<file path="config.mk">
export PLATFORM = sky130hd
export DESIGN_NAME = http_header_block_framer
export DESIGN_NICKNAME = d
export VERILOG_FILES = /design/src/hw/rtl/hbf_pkg.sv /design/src/hw/rtl/hbf_cap.sv /design/src/hw/rtl/hbf_scan.sv /design/src/hw/rtl/http_header_block_framer.sv
export SDC_FILE = /design/constraint.sdc
export NUM_CORES = 1
export LEC_CHECK = 0
export BUFFER_PORTS_ARGS = -buffer_cell sky130_fd_sc_hd__buf_2
export CELL_PAD_IN_SITES_DETAIL_PLACEMENT = 0
export CELL_PAD_IN_SITES_GLOBAL_PLACEMENT = 1
export CORE_ASPECT_RATIO = 1.1
export CORE_MARGIN = 2
export CORE_UTILIZATION = 35
export DETAILED_ROUTE_END_ITERATION = 8
export PLACE_DENSITY_LB_ADDON = 0.1
export SYNTH_ARGS = -nofsm -noshare
export SYNTH_HDL_FRONTEND = slang
export SYNTH_SLANG_ARGS = --single-unit
export TNS_END_PERCENT = 30
</file>
<file path="constraint.sdc">
create_clock -name clk_i -period 8.5 [get_ports clk_i]
set_input_delay 0.425 -clock clk_i [delete_from_list [all_inputs] [get_ports clk_i]]
set_output_delay 0.425 -clock clk_i [all_outputs]
set_load 0.02 [all_outputs]
</file>
<file path="src/hw/rtl/hbf_pkg.sv">
// Shared types and constants for the HTTP header block framer.
`default_nettype none

package hbf_pkg;

  localparam logic [7:0]  CharCr        = 8'h0D;
  localparam logic [7:0]  CharLf        = 8'h0A;
  localparam logic [23:0] ByteTotalSat  = 24'hFFFFFF;
  localparam logic [16:0] LineBytesSat  = 17'h1FFFF;
  localparam logic [8:0]  FieldTotalSat = 9'h1FF;
  localparam logic [23:0] TermTrim      = 24'd2;
  localparam logic [23:0] CapExtra      = 24'd4;

  localparam logic [15:0] MaxLineLengthRst  = 16'd8190;
  localparam logic [7:0]  MaxFieldsRst      = 8'd100;
  localparam logic [15:0] MaxFieldLengthRst = 16'd8190;

  typedef enum logic [1:0] {
    CFG_MAX_LINE_LENGTH  = 2'd0,
    CFG_MAX_FIELDS       = 2'd1,
    CFG_MAX_FIELD_LENGTH = 2'd2,
    CFG_UNUSED           = 2'd3
  } cfg_index_e;

  typedef enum logic [2:0] {
    FAULT_NONE       = 3'd0,
    FAULT_LINE_LONG  = 3'd1,
    FAULT_FIELD_LONG = 3'd2,
    FAULT_TOO_MANY   = 3'd3,
    FAULT_CAP        = 3'd4,
    FAULT_ABORT      = 3'd5
  } fault_e;

  // terminator matcher; the final LF is never stored, it ends the request
  typedef enum logic [1:0] {
    MATCH_NONE   = 2'd0,
    MATCH_CR     = 2'd1,
    MATCH_CRLF   = 2'd2,
    MATCH_CRLFCR = 2'd3
  } match_e;

  typedef struct packed {
    logic [15:0] max_line_length;
    logic [7:0]  max_fields;
    logic [15:0] max_field_length;
    logic [23:0] byte_cap;
  } limits_t;

  typedef struct packed {
    logic        accepted;
    logic [23:0] header_length;
    fault_e      fault_code;
  } verdict_t;

endpackage

`default_nettype wire

</file>
<file path="src/hw/rtl/hbf_cap.sv">
// Configuration registers and the pipelined byte cap computation.
`default_nettype none

module hbf_cap
  import hbf_pkg::*;
(
  input  wire logic        clk_i,
  input  wire logic        rst_ni,
  input  wire logic        cfg_valid_i,
  input  wire logic [1:0]  cfg_index_i,
  input  wire logic [15:0] cfg_data_i,
  output limits_t          limits_o,
  output logic             busy_o
);

  logic [15:0] max_line_length_q;
  logic [7:0]  max_fields_q;
  logic [15:0] max_field_length_q;
  logic [23:0] prod_q, prod_d;
  logic [23:0] cap_q, cap_d;
  logic [1:0]  busy_q, busy_d;

  always_ff @(posedge clk_i or negedge rst_ni) begin
    if (!rst_ni) begin
      max_line_length_q  <= MaxLineLengthRst;
      max_fields_q       <= MaxFieldsRst;
      max_field_length_q <= MaxFieldLengthRst;
    end else if (cfg_valid_i) begin
      unique case (cfg_index_e'(cfg_index_i))
        CFG_MAX_LINE_LENGTH:  max_line_length_q  <= cfg_data_i;
        CFG_MAX_FIELDS:       max_fields_q       <= cfg_data_i[7:0];
        CFG_MAX_FIELD_LENGTH: max_field_length_q <= cfg_data_i;
        default: ;
      endcase
    end
  end

  // two stages: product, then sum; busy covers the fill
  assign prod_d = {16'd0, max_fields_q} * {8'd0, max_field_length_q};
  assign cap_d  = {8'd0, max_line_length_q} + prod_q + CapExtra;

  always_ff @(posedge clk_i) begin
    prod_q <= prod_d;
    cap_q  <= cap_d;
  end

  always_comb begin
    if (cfg_valid_i) begin
      busy_d = 2'd2;
    end else if (busy_q != 2'd0) begin
      busy_d = busy_q - 2'd1;
    end else begin
      busy_d = busy_q;
    end
  end

  always_ff @(posedge clk_i or negedge rst_ni) begin
    if (!rst_ni) begin
      busy_q <= 2'd2;
    end else begin
      busy_q <= busy_d;
    end
  end

  assign busy_o                    = (busy_q != 2'd0);
  assign limits_o.max_line_length  = max_line_length_q;
  assign limits_o.max_fields       = max_fields_q;
  assign limits_o.max_field_length = max_field_length_q;
  assign limits_o.byte_cap         = cap_q;

endmodule

`default_nettype wire

</file>
<file path="src/hw/rtl/hbf_scan.sv">
// Per-request scan state: terminator matcher, line and field counters, verdict.
`default_nettype none

module hbf_scan
  import hbf_pkg::*;
(
  input  wire logic       clk_i,
  input  wire logic       rst_ni,
  input  wire logic       step_i,
  input  wire logic [7:0] data_byte_i,
  input  wire logic       abort_i,
  input  wire limits_t    limits_i,
  output logic            verdict_valid_o,
  output verdict_t        verdict_o
);

  logic [23:0] byte_total_q, byte_total_d, byte_inc;
  logic [16:0] line_bytes_q, line_bytes_d, line_inc;
  logic [8:0]  field_total_q, field_total_d;
  logic        in_req_q, in_req_d;
  match_e      match_q, match_d;
  fault_e      fault_q, fault_d;
  logic        is_cr, is_lf, line_end, term, verdict;

  always_comb begin
    byte_inc = (byte_total_q != ByteTotalSat) ? byte_total_q + 24'd1 : byte_total_q;
    line_inc = (line_bytes_q != LineBytesSat) ? line_bytes_q + 17'd1 : line_bytes_q;
    is_cr    = (data_byte_i == CharCr);
    is_lf    = (data_byte_i == CharLf);
    line_end = is_lf && (match_q == MATCH_CR);
    term     = is_lf && (match_q == MATCH_CRLFCR);

    if (is_cr) begin
      match_d = (match_q == MATCH_CRLF) ? MATCH_CRLFCR : MATCH_CR;
    end else if (line_end) begin
      match_d = MATCH_CRLF;
    end else begin
      match_d = MATCH_NONE;
    end

    byte_total_d  = byte_inc;
    line_bytes_d  = line_inc;
    field_total_d = field_total_q;
    in_req_d      = in_req_q;
    fault_d       = fault_q;

    if (line_end) begin
      if (in_req_q) begin
        if (line_inc > {1'b0, limits_i.max_line_length} && fault_q == FAULT_NONE) begin
          fault_d = FAULT_LINE_LONG;
        end
        in_req_d = 1'b0;
      end else begin
        if (field_total_q != FieldTotalSat) begin
          field_total_d = field_total_q + 9'd1;
        end
        if (line_inc > {1'b0, limits_i.max_field_length} && fault_q == FAULT_NONE) begin
          fault_d = FAULT_FIELD_LONG;
        end
      end
      line_bytes_d = 17'd0;
    end

    verdict                 = 1'b1;
    verdict_o.accepted      = 1'b0;
    verdict_o.header_length = 24'd0;
    if (abort_i) begin
      verdict_o.fault_code = FAULT_ABORT;
    end else if (term) begin
      if (fault_d != FAULT_NONE) begin
        verdict_o.fault_code = fault_d;
      end else if (field_total_d > {1'b0, limits_i.max_fields}) begin
        verdict_o.fault_code = FAULT_TOO_MANY;
      end else begin
        verdict_o.accepted      = 1'b1;
        verdict_o.header_length = byte_inc - TermTrim;
        verdict_o.fault_code    = FAULT_NONE;
      end
    end else if (byte_inc >= limits_i.byte_cap) begin
      verdict_o.fault_code = FAULT_CAP;
    end else begin
      verdict              = 1'b0;
      verdict_o.fault_code = FAULT_NONE;
    end

    // any verdict starts a fresh request
    if (verdict) begin
      byte_total_d  = 24'd0;
      line_bytes_d  = 17'd0;
      field_total_d = 9'd0;
      in_req_d      = 1'b1;
      match_d       = MATCH_NONE;
      fault_d       = FAULT_NONE;
    end

    verdict_valid_o = step_i && verdict;
  end

  always_ff @(posedge clk_i or negedge rst_ni) begin
    if (!rst_ni) begin
      byte_total_q  <= 24'd0;
      line_bytes_q  <= 17'd0;
      field_total_q <= 9'd0;
      in_req_q      <= 1'b1;
      match_q       <= MATCH_NONE;
      fault_q       <= FAULT_NONE;
    end else if (step_i) begin
      byte_total_q  <= byte_total_d;
      line_bytes_q  <= line_bytes_d;
      field_total_q <= field_total_d;
      in_req_q      <= in_req_d;
      match_q       <= match_d;
      fault_q       <= fault_d;
    end
  end

endmodule

`default_nettype wire

</file>
<file path="src/hw/rtl/http_header_block_framer.sv">
// Top level of the HTTP header block framer: input register, scan, output register.
`default_nettype none

// Takes a request one byte per transaction and finds the first CR LF CR LF
// that ends its header block. The first line is checked against
// max_line_length and every later line is counted as a header field and
// checked against max_field_length (lengths include CR LF). The terminator
// must end within max_line_length + max_fields * max_field_length + 4 bytes.
// A verdict transaction is produced at the terminator (accepted, with the
// length through the first CR LF of the terminator, unless a line, field
// or field count limit was broken), when the byte cap is reached, or when
// abort is set on an input transaction; the next byte then starts a new
// request. Bytes that cause no verdict produce no output. Throughput is
// one byte per clock while in_stall_o is low: each byte is registered at
// the input, run through the matcher and counters, and any verdict lands
// in the output register. The cap is computed by a two-stage multiply/add
// behind the config registers; after each config write, and after reset,
// in_stall_o is held high while that pipeline refills. Config writes are
// always taken (cfg_ready_o is tied high); index 3 is ignored.
module http_header_block_framer
  import hbf_pkg::*;
(
  input  wire logic        clk_i,
  input  wire logic        rst_ni,
  // config write channel
  input  wire logic        cfg_valid_i,
  output logic             cfg_ready_o,
  input  wire logic [1:0]  cfg_index_i,
  input  wire logic [15:0] cfg_data_i,
  // byte input channel
  input  wire logic        in_valid_i,
  output logic             in_stall_o,
  input  wire logic [7:0]  data_byte_i,
  input  wire logic        abort_i,
  // verdict output channel
  output logic             out_valid_o,
  input  wire logic        out_stall_i,
  output logic             accepted_o,
  output logic [23:0]      header_length_o,
  output logic [2:0]       fault_code_o
);

  limits_t  limits;
  logic     cap_busy;
  logic     s1_valid_q, s1_valid_d;
  logic [7:0] s1_byte_q;
  logic     s1_abort_q;
  logic     in_take, advance;
  logic     verdict_valid;
  verdict_t verdict;
  logic     out_valid_q, out_valid_d;
  verdict_t out_q;

  assign cfg_ready_o = 1'b1;

  hbf_cap u_cap (
    .clk_i       (clk_i),
    .rst_ni      (rst_ni),
    .cfg_valid_i (cfg_valid_i && cfg_ready_o),
    .cfg_index_i (cfg_index_i),
    .cfg_data_i  (cfg_data_i),
    .limits_o    (limits),
    .busy_o      (cap_busy)
  );

  // the input stage moves on when it holds a byte, the cap is not refilling, and the output slot is free or draining
  assign advance    = s1_valid_q && !cap_busy && (!out_valid_q || !out_stall_i);
  assign in_stall_o = cap_busy || (s1_valid_q && out_valid_q && out_stall_i);
  assign in_take    = in_valid_i && !in_stall_o;

  always_comb begin
    if (in_take) begin
      s1_valid_d = 1'b1;
    end else if (advance) begin
      s1_valid_d = 1'b0;
    end else begin
      s1_valid_d = s1_valid_q;
    end
  end

  always_ff @(posedge clk_i or negedge rst_ni) begin
    if (!rst_ni) begin
      s1_valid_q <= 1'b0;
    end else begin
      s1_valid_q <= s1_valid_d;
    end
  end

  always_ff @(posedge clk_i) begin
    if (in_take) begin
      s1_byte_q  <= data_byte_i;
      s1_abort_q <= abort_i;
    end
  end

  hbf_scan u_scan (
    .clk_i           (clk_i),
    .rst_ni          (rst_ni),
    .step_i          (advance),
    .data_byte_i     (s1_byte_q),
    .abort_i         (s1_abort_q),
    .limits_i        (limits),
    .verdict_valid_o (verdict_valid),
    .verdict_o       (verdict)
  );

  always_comb begin
    if (verdict_valid) begin
      out_valid_d = 1'b1;
    end else if (!out_stall_i) begin
      out_valid_d = 1'b0;
    end else begin
      out_valid_d = out_valid_q;
    end
  end

  always_ff @(posedge clk_i or negedge rst_ni) begin
    if (!rst_ni) begin
      out_valid_q <= 1'b0;
    end else begin
      out_valid_q <= out_valid_d;
    end
  end

  always_ff @(posedge clk_i) begin
    if (verdict_valid) begin
      out_q <= verdict;
    end
  end

  assign out_valid_o     = out_valid_q;
  assign accepted_o      = out_q.accepted;
  assign header_length_o = out_q.header_length;
  assign fault_code_o    = out_q.fault_code;

  // an accepted header carries no fault code
  assert property (@(posedge clk_i) disable iff (!rst_ni)
    out_valid_o && accepted_o |-> fault_code_o == FAULT_NONE)
    else $error("accepted verdict with a fault code");

  // a rejection has zero length and a real fault code
  assert property (@(posedge clk_i) disable iff (!rst_ni)
    out_valid_o && !accepted_o |-> header_length_o == 24'd0 && fault_code_o != FAULT_NONE)
    else $error("rejection with length or without fault");

  // no byte is scanned against a stale cap
  assert property (@(posedge clk_i) disable iff (!rst_ni)
    cap_busy |-> !advance)
    else $error("byte scanned while cap pipeline refills");

  // a verdict is never loaded over one that is still stalled
  assert property (@(posedge clk_i) disable iff (!rst_ni)
    out_valid_q && out_stall_i |-> !verdict_valid)
    else $error("verdict overwrote a stalled output");

endmodule

`default_nettype wire
</file>
**Yosys cells after proc, flatten, opt, wreduce, memory -nomap -nowiden**

Index checks and enable logic that the tools add are counted.

- Add/sub/neg operators: 7
- Multiply operators: 1
- Order comparisons: 4
- Equal/unequal tests: 11
- Muxes and demuxes: 34
- Bitwise logic cells: 1
- Reduce and logical (&&, ||, !) cells: 29

Operators by type and width:

| cell | number |
|---|---|
| two-way mux 17 bit | 3 |
| two-way mux 24 bit | 2 |
| two-way mux 9 bit | 4 |
| > comparator 17 x 16 -> 1 bit | 2 |
| two-way mux 25 bit | 1 |
| adder 16 x 24 -> 24 bit | 1 |
| adder 24 x 1 -> 24 bit (second input constant) | 1 |
| adder 24 x 3 -> 24 bit (second input constant) | 1 |
| greater-or-equal comparator 24 bit | 1 |
| multiplier 8 x 16 -> 24 bit | 1 |
| two-way mux 3 bit | 8 |
| != test 24 bit (second input constant) | 1 |
| subtractor 24 x 2 -> 24 bit (second input constant) | 1 |
| adder 17 x 1 -> 17 bit (second input constant) | 1 |
| != test 17 bit (second input constant) | 1 |
| equality test 8 x 4 -> 1 bit (second input constant) | 2 |
| two-way mux 2 bit | 7 |
| logical AND 1 bit | 10 |
| adder 9 x 1 -> 9 bit (second input constant) | 1 |
| > comparator 9 x 8 -> 1 bit | 1 |
| two-way mux 1 bit | 9 |
| != test 9 bit (second input constant) | 1 |
| AND reduction 2 bit | 4 |
| nonzero test 2 bit | 4 |
| 12 further kinds | 19 |

- Register bits after elaboration: 185
- Bits of input ports: 32
- Output and inout bits: 31
- Logic and storage cells: 106

**Depth between registers and ports, before layout**

- Depth in word-level cells: 10
- Mapped depth: 20
- Depth with buffers taken out: 19

**Hierarchy**

Synthesis repeated with hierarchy kept, for this count alone.

- Cell total of the unflattened synthesis: 1,610
- Area, all modules: 15,314.7 um2

Modules (own cells, without submodules):

| module | times used | cells each | area each (um2) | sequential area each (um2) |
|---|---|---|---|---|
| hbf_cap | 1 | 775 | 7,861.3 | 2,047.0 |
| hbf_scan | 1 | 785 | 6,228.5 | 1,402.6 |
| http_header_block_framer | 1 | 50 | 1,224.9 | 1,161.1 |

**Least setup slack after synthesis**

No wires, ideal clock.

- Path type: register -> register
- From: reg u_cap.max_fields_q[6]
- To: reg u_cap.prod_q[23]
- Arrival: 5.133 ns
- Data required time: 8.414 ns
- Path slack: 3.282 ns
- Stages on the path, launching flop included: 19
- Path buffers: 1
- Path through: dfstp_2 clkbuf_1 clkinv_1 nor2_1 fa_1 fa_1 fa_1 inv_1 fa_1 inv_1 ha_1 a21o_1 a21o_1 a21o_1 a31o_2 a41o_1 o41ai_1 nor2_1 a211oi_1

- Longest elaborated chain between the ends: 1

RTL lines:

| what | RTL line | text |
|---|---|---|
| start, declared | hbf_cap.sv:17 | `logic [7:0] max_fields_q;` |
| start signal, assigned | hbf_cap.sv:26 | `max_fields_q <= MaxFieldsRst;` |
| start signal, assigned | hbf_cap.sv:31 | `CFG_MAX_FIELDS: max_fields_q <= cfg_data_i[7:0];` |
| multiplier 8 x 16 -> 24 bit | hbf_cap.sv:39 | `assign prod_d = {16'd0, max_fields_q} * {8'd0, max_field_length_q};` |
| named net u_cap.prod_d[23] | hbf_cap.sv:19 | `logic [23:0] prod_q, prod_d;` |
| end signal, assigned | hbf_cap.sv:43 | `prod_q <= prod_d;` |
| end, declared | hbf_cap.sv:19 |  |

The timed path passes the listed nets, and every way through them passes these cells.
A chain may end at the register's enable or synchronous reset.

**Worst setup path after layout**

- From: reg s1_byte_q[5]
- To: reg out_q, in the netlist header_length_o[16], data pin

- Longest elaborated chain between the ends: 5

RTL lines:

| what | RTL line | text |
|---|---|---|
| start, declared | http_header_block_framer.sv:46 | `logic [7:0] s1_byte_q;` |
| start signal, assigned | http_header_block_framer.sv:91 | `s1_byte_q <= data_byte_i;` |
| equality test 8 x 4 -> 1 bit (*) | hbf_scan.sv:29 | `is_lf = (data_byte_i == CharLf);` |
| logical AND 1 bit | hbf_scan.sv:30 | `line_end = is_lf && (match_q == MATCH_CR);` |
| two-way mux 9 bit / two-way mux 3 bit (equally long branches) | hbf_scan.sv:47 | `if (line_end) begin` |
| > comparator 9 x 8 -> 1 bit / nonzero test 3 bit (equally long branches) | hbf_scan.sv:72, hbf_scan.sv:70 |  |
| OR reduction 4 bit (no line) (*) | - |  |
| end signal, assigned | http_header_block_framer.sv:127 | `out_q <= verdict;` |
| end, declared | http_header_block_framer.sv:52 | `verdict_t out_q;` |

Mark *: on every way between the ends. The rest lies on a longest branch, timed or not.

==> flow_summary.json <==
{
  "whs_path_depth": 1,
  "path_max_fanout": 25,
  "crit_start": "s1_byte_q[5]",
  "die_w_um": 199,
  "gr-usage-met3_pct": 2.20,
  "dieArea_mm2": 0.0433,
  "n_fill_cell": 4237,
  "cts.clk_slew.worst_paths_ps": 70,
  "start_kind": "register",
  "p_leak_nw": 7.57,
  "antenna_found_initial": 1,
  "dr.pass1.iters": 5,
  "overflow": 0,
  "synthToLayoutAreaGrowth_pct": 10.4,
  "dp_cells": 2165,
  "cts_buffers": 17,
  "coreArea_mm2": 0.0412,
  "register_area_mm2": 0.00461,
  "fp-row-count": 78,
  "cp-end-kind": "register",
  "drt.antenna.violating_nets": 0,
  "final_nets": 1887,
  "required_ps": 8790,
  "min-delay-start": "data_byte_i[3]",
  "drt_iter0_markers": 503,
  "use_met1_pct": 24.8,
  "slew_viol_final": 0,
  "numPortBuffers": 61,
  "regToRegStartpoint": "s1_byte_q[5]",
  "period_needed_ps": 5900,
  "clkSinkCount": 185,
  "worstHoldPathType": "in2reg",
  "ys_types": 76,
  "rr_endpoint": "header_length_o[16]",
  "htree_levels": 4,
  "cp.arrival_ps": 6200,
  "skew_ps": 13.0,
  "fmaxAchievable_ghz": 0.169,
  "grt_pass1_vias": 11100,
  "relSlewSlack_pct": 28.3,
  "ys.flop_type": "dfrtp_1",
  "yosysWarnings": 0,
  "hold_path_end": "s1_byte_q[3]",
  "syn_inst": 1589,
  "clock-root-buffer": "clkbuf_16",
  "clk_latency_ps": 470,
  "ys_ff_latch": 185,
  "fin_setup_tns_ps": 0,
  "drc": 0,
  "dp_hpwl_um": 31100,
  "vias": 11000,
  "start_util_pct": 35.4,
  "hold_violations": 0,
  "wl_um": 39300,
  "top_usage_layer": "met2",
  "io_pins": 63,
  "ff2ff_path_depth": 14,
  "timing.final.crit_share_pct": 69.5,
  "gp_congestion": 0.832,
  "rsz0062_at_grt": "false",
  "maxCapViolCount": 0,
  "r2r_slack_ps": 2600,
  "syn_area_mm2": 0.0146,
  "n_antenna_cell": 0,
  "status": "completed",
  "use_met2_pct": 32.0,
  "synth_seq_area_share_pct": 31.6,
  "synth_top_area_cell": "ha_1",
  "p_per_area_mw_per_mm2": 410,
  "finalSetupViolCount": 0,
  "ys_async_sr_fraction_pct": 54.1,
  "grt_max_degree": 64,
  "grt_pass1_wl_um": 62400,
  "die_h_um": 218,
  "post_drt_wl_per_cell_um": 17.9,
  "drive_above_1_share_pct": 10.9,
  "syn-num-nets": 1851,
  "multi_input_area_mm2": 0.00896,
  "cts_tree": "done",
  "ys_top_cells_by_area": "ha_1 12%, dfrtp_1 12%, fa_1 12%, edfxtp_1 7.6%, dfxtp_1 6.6%",
  "synth_top_area_share_pct": 12.4,
  "avgViaCountPerCell": 5.02,
  "postSynthAreaPerCell_um2": 9.18,
  "cts_max_path_buffers": 2,
  "fin_cells": 2198,
  "grt_usage_pct": 18.9,
  "tightest_slew_ps": 1070,
  "vdd.ir_drop.worst_mv": 0.210,
  "synth_edf_count": 37,
  "crit_type": "reg2reg"
}
-- cells in the mapped netlist, types with 17 or more instances --
| cell | count |
|---|---|
| inv_1 | 211 |
| nand2_1 | 169 |
| ha_1 | 145 |
| nor2_1 | 133 |
| fa_1 | 85 |
| dfrtp_1 | 71 |
| xnor2_1 | 60 |
| o21ai_0 | 59 |
| a21oi_1 | 56 |
| dfxtp_1 | 48 |
| clkbuf_1 | 41 |
| nand4_1 | 40 |
| edfxtp_1 | 37 |
| nand3_1 | 32 |
| dfstp_2 | 29 |
| xor2_1 | 29 |
| mux2_2 | 28 |
| nor3_1 | 27 |
| and2_1 | 23 |
| a21o_1 | 19 |
| and3_1 | 17 |
| nor4_1 | 17 |
-- critical path: stages (launching register included) --
cell and delay [ps]:
edfxtp_1 360, nor4_1 480, nand4_1 680, or2_2 580, nor2_1 380, mux2_2 410
ha_1 290, nor2b_1 130, o21ai_0 130, nand2b_1 70, a2111oi_0 380, o21ai_0 180
a211oi_1 450, nand3_1 790, nor3b_1 400
-- final cells by class --
type	instances	area share (%)
tap	560	4.35
timing repair buffer	71	2.39
sequential	185	28.6
multi-input combinational	1136	55.7
clock inverter	9	0.583
clock buffer	23	3.37
inverter	214	4.99
-- registers in the layout, indices dropped and copies added (netlist names) --
| signal | count |
|---|---|
| header_length_o | 24 |
| u_cap.cap_q | 24 |
| u_cap.prod_q | 24 |
| u_scan.byte_total_q | 24 |
| u_scan.line_bytes_q | 17 |
| u_cap.max_field_length_q | 16 |
| u_cap.max_line_length_q | 16 |
| u_scan.field_total_q | 9 |
| s1_byte_q | 8 |
| u_cap.max_fields_q | 8 |
| fault_code_o | 3 |
| u_scan.fault_q | 3 |
| u_cap.busy_q | 2 |
| u_scan.match_q | 2 |
| accepted_o | 1 |
| out_valid_o | 1 |
| s1_abort_q | 1 |
| s1_valid_q | 1 |
| u_scan.in_req_q | 1 |
-- through the flow --
step | instance area (µm²) | hold slack, ps | util (%) | total power [mW] | setup slack (ps)
2_1_floorplan | 14600 | 129 | - | 4.69 | 3280
4_1_cts | 16100 | 110 | 39.1 | 6.70 | 2500
3_5_place_dp | 15500 | 443 | 37.5 | 5.78 | 2540
3_3_place_gp | 15500 | 453 | 37.5 | 5.79 | 2730
5_1_grt | 16100 | 117 | 39.1 | 7.33 | 2020
6_report | 16100 | 132 | 39.1 | 6.60 | 2600
-- worst max path at each step --
stage	end	slack, ps	cells past startpoint
2_1_floorplan	u_cap.prod_q[23]	3280	18
3_3_place_gp	header_length_o[16]	2730	14
3_5_place_dp	header_length_o[16]	2540	14
4_1_cts	header_length_o[16]	2500	14
5_1_grt	header_length_o[10]	2020	14
6_report	header_length_o[16]	2600	14
-- kinds of logic after synthesis --
group / count (synthesis) / share of synthesized area (%)
XOR/XNOR: 89 / 5.35
other: 1 / 0.0257
adder cells (fa/ha/maj): 230 / 24.1
AND/OR/NAND/NOR: 525 / 17.6
flip-flops: 185 / 31.6
multiplexers: 35 / 2.64
buffers and inverters: 268 / 7.06
AO/OA/AOI/OAI: 256 / 11.6
-- what timing repair did --
| action | CTS | global route |
|---|---|---|
| hold buffers | 1 | 0 |
| gates resized for setup | 0 | 0 |
| endpoints found under the hold margin | 8 | 0 |
| buffers inserted | 0 | 0 |
| endpoints found under the setup margin | 0 | 0 |
-- placed cells by master (no fill, tap or decap), drive strengths merged, types with 15 or more instances in the layout --
cell type  netlist  layout
nand3           32      32
nand4           42      42
clkbuf          42      23
dfxtp           48      48
a21o            19      19
a21oi           56      56
fa              85      85
xor2            29      29
and2            23      23
o21ai           61      61
a31oi           15      15
nor2           133     133
dfrtp           71      71
o31ai           15      15
edfxtp          37      37
nand2          171     171
inv            212     217
xnor2           60      60
buf             12      70
nor3            28      28
nor4            18      18
and3            17      17
mux2            28      28
dfstp           29      29
ha             145     145
-- routing by layer --
layer  share of wire [%]  up-vias  routed length [µm]
met2                  49      158               19100
met3                 2.3       43                 886
met4                 2.7        0                1060
met1                  47     5341               18300
met5                   0        -                   0
li1                    -     5500                   -
-- where the power goes --
group          leakage, nW  switching [mW]  internal [mW]  total (mW)
Clock                0.310           0.383          0.485       0.868
Sequential            2.01           0.174           1.20        1.37
Combinational         5.25            2.51           1.85        4.36
Total                 7.57            3.07           3.54        6.60
(Power assumes the default switching activity.)
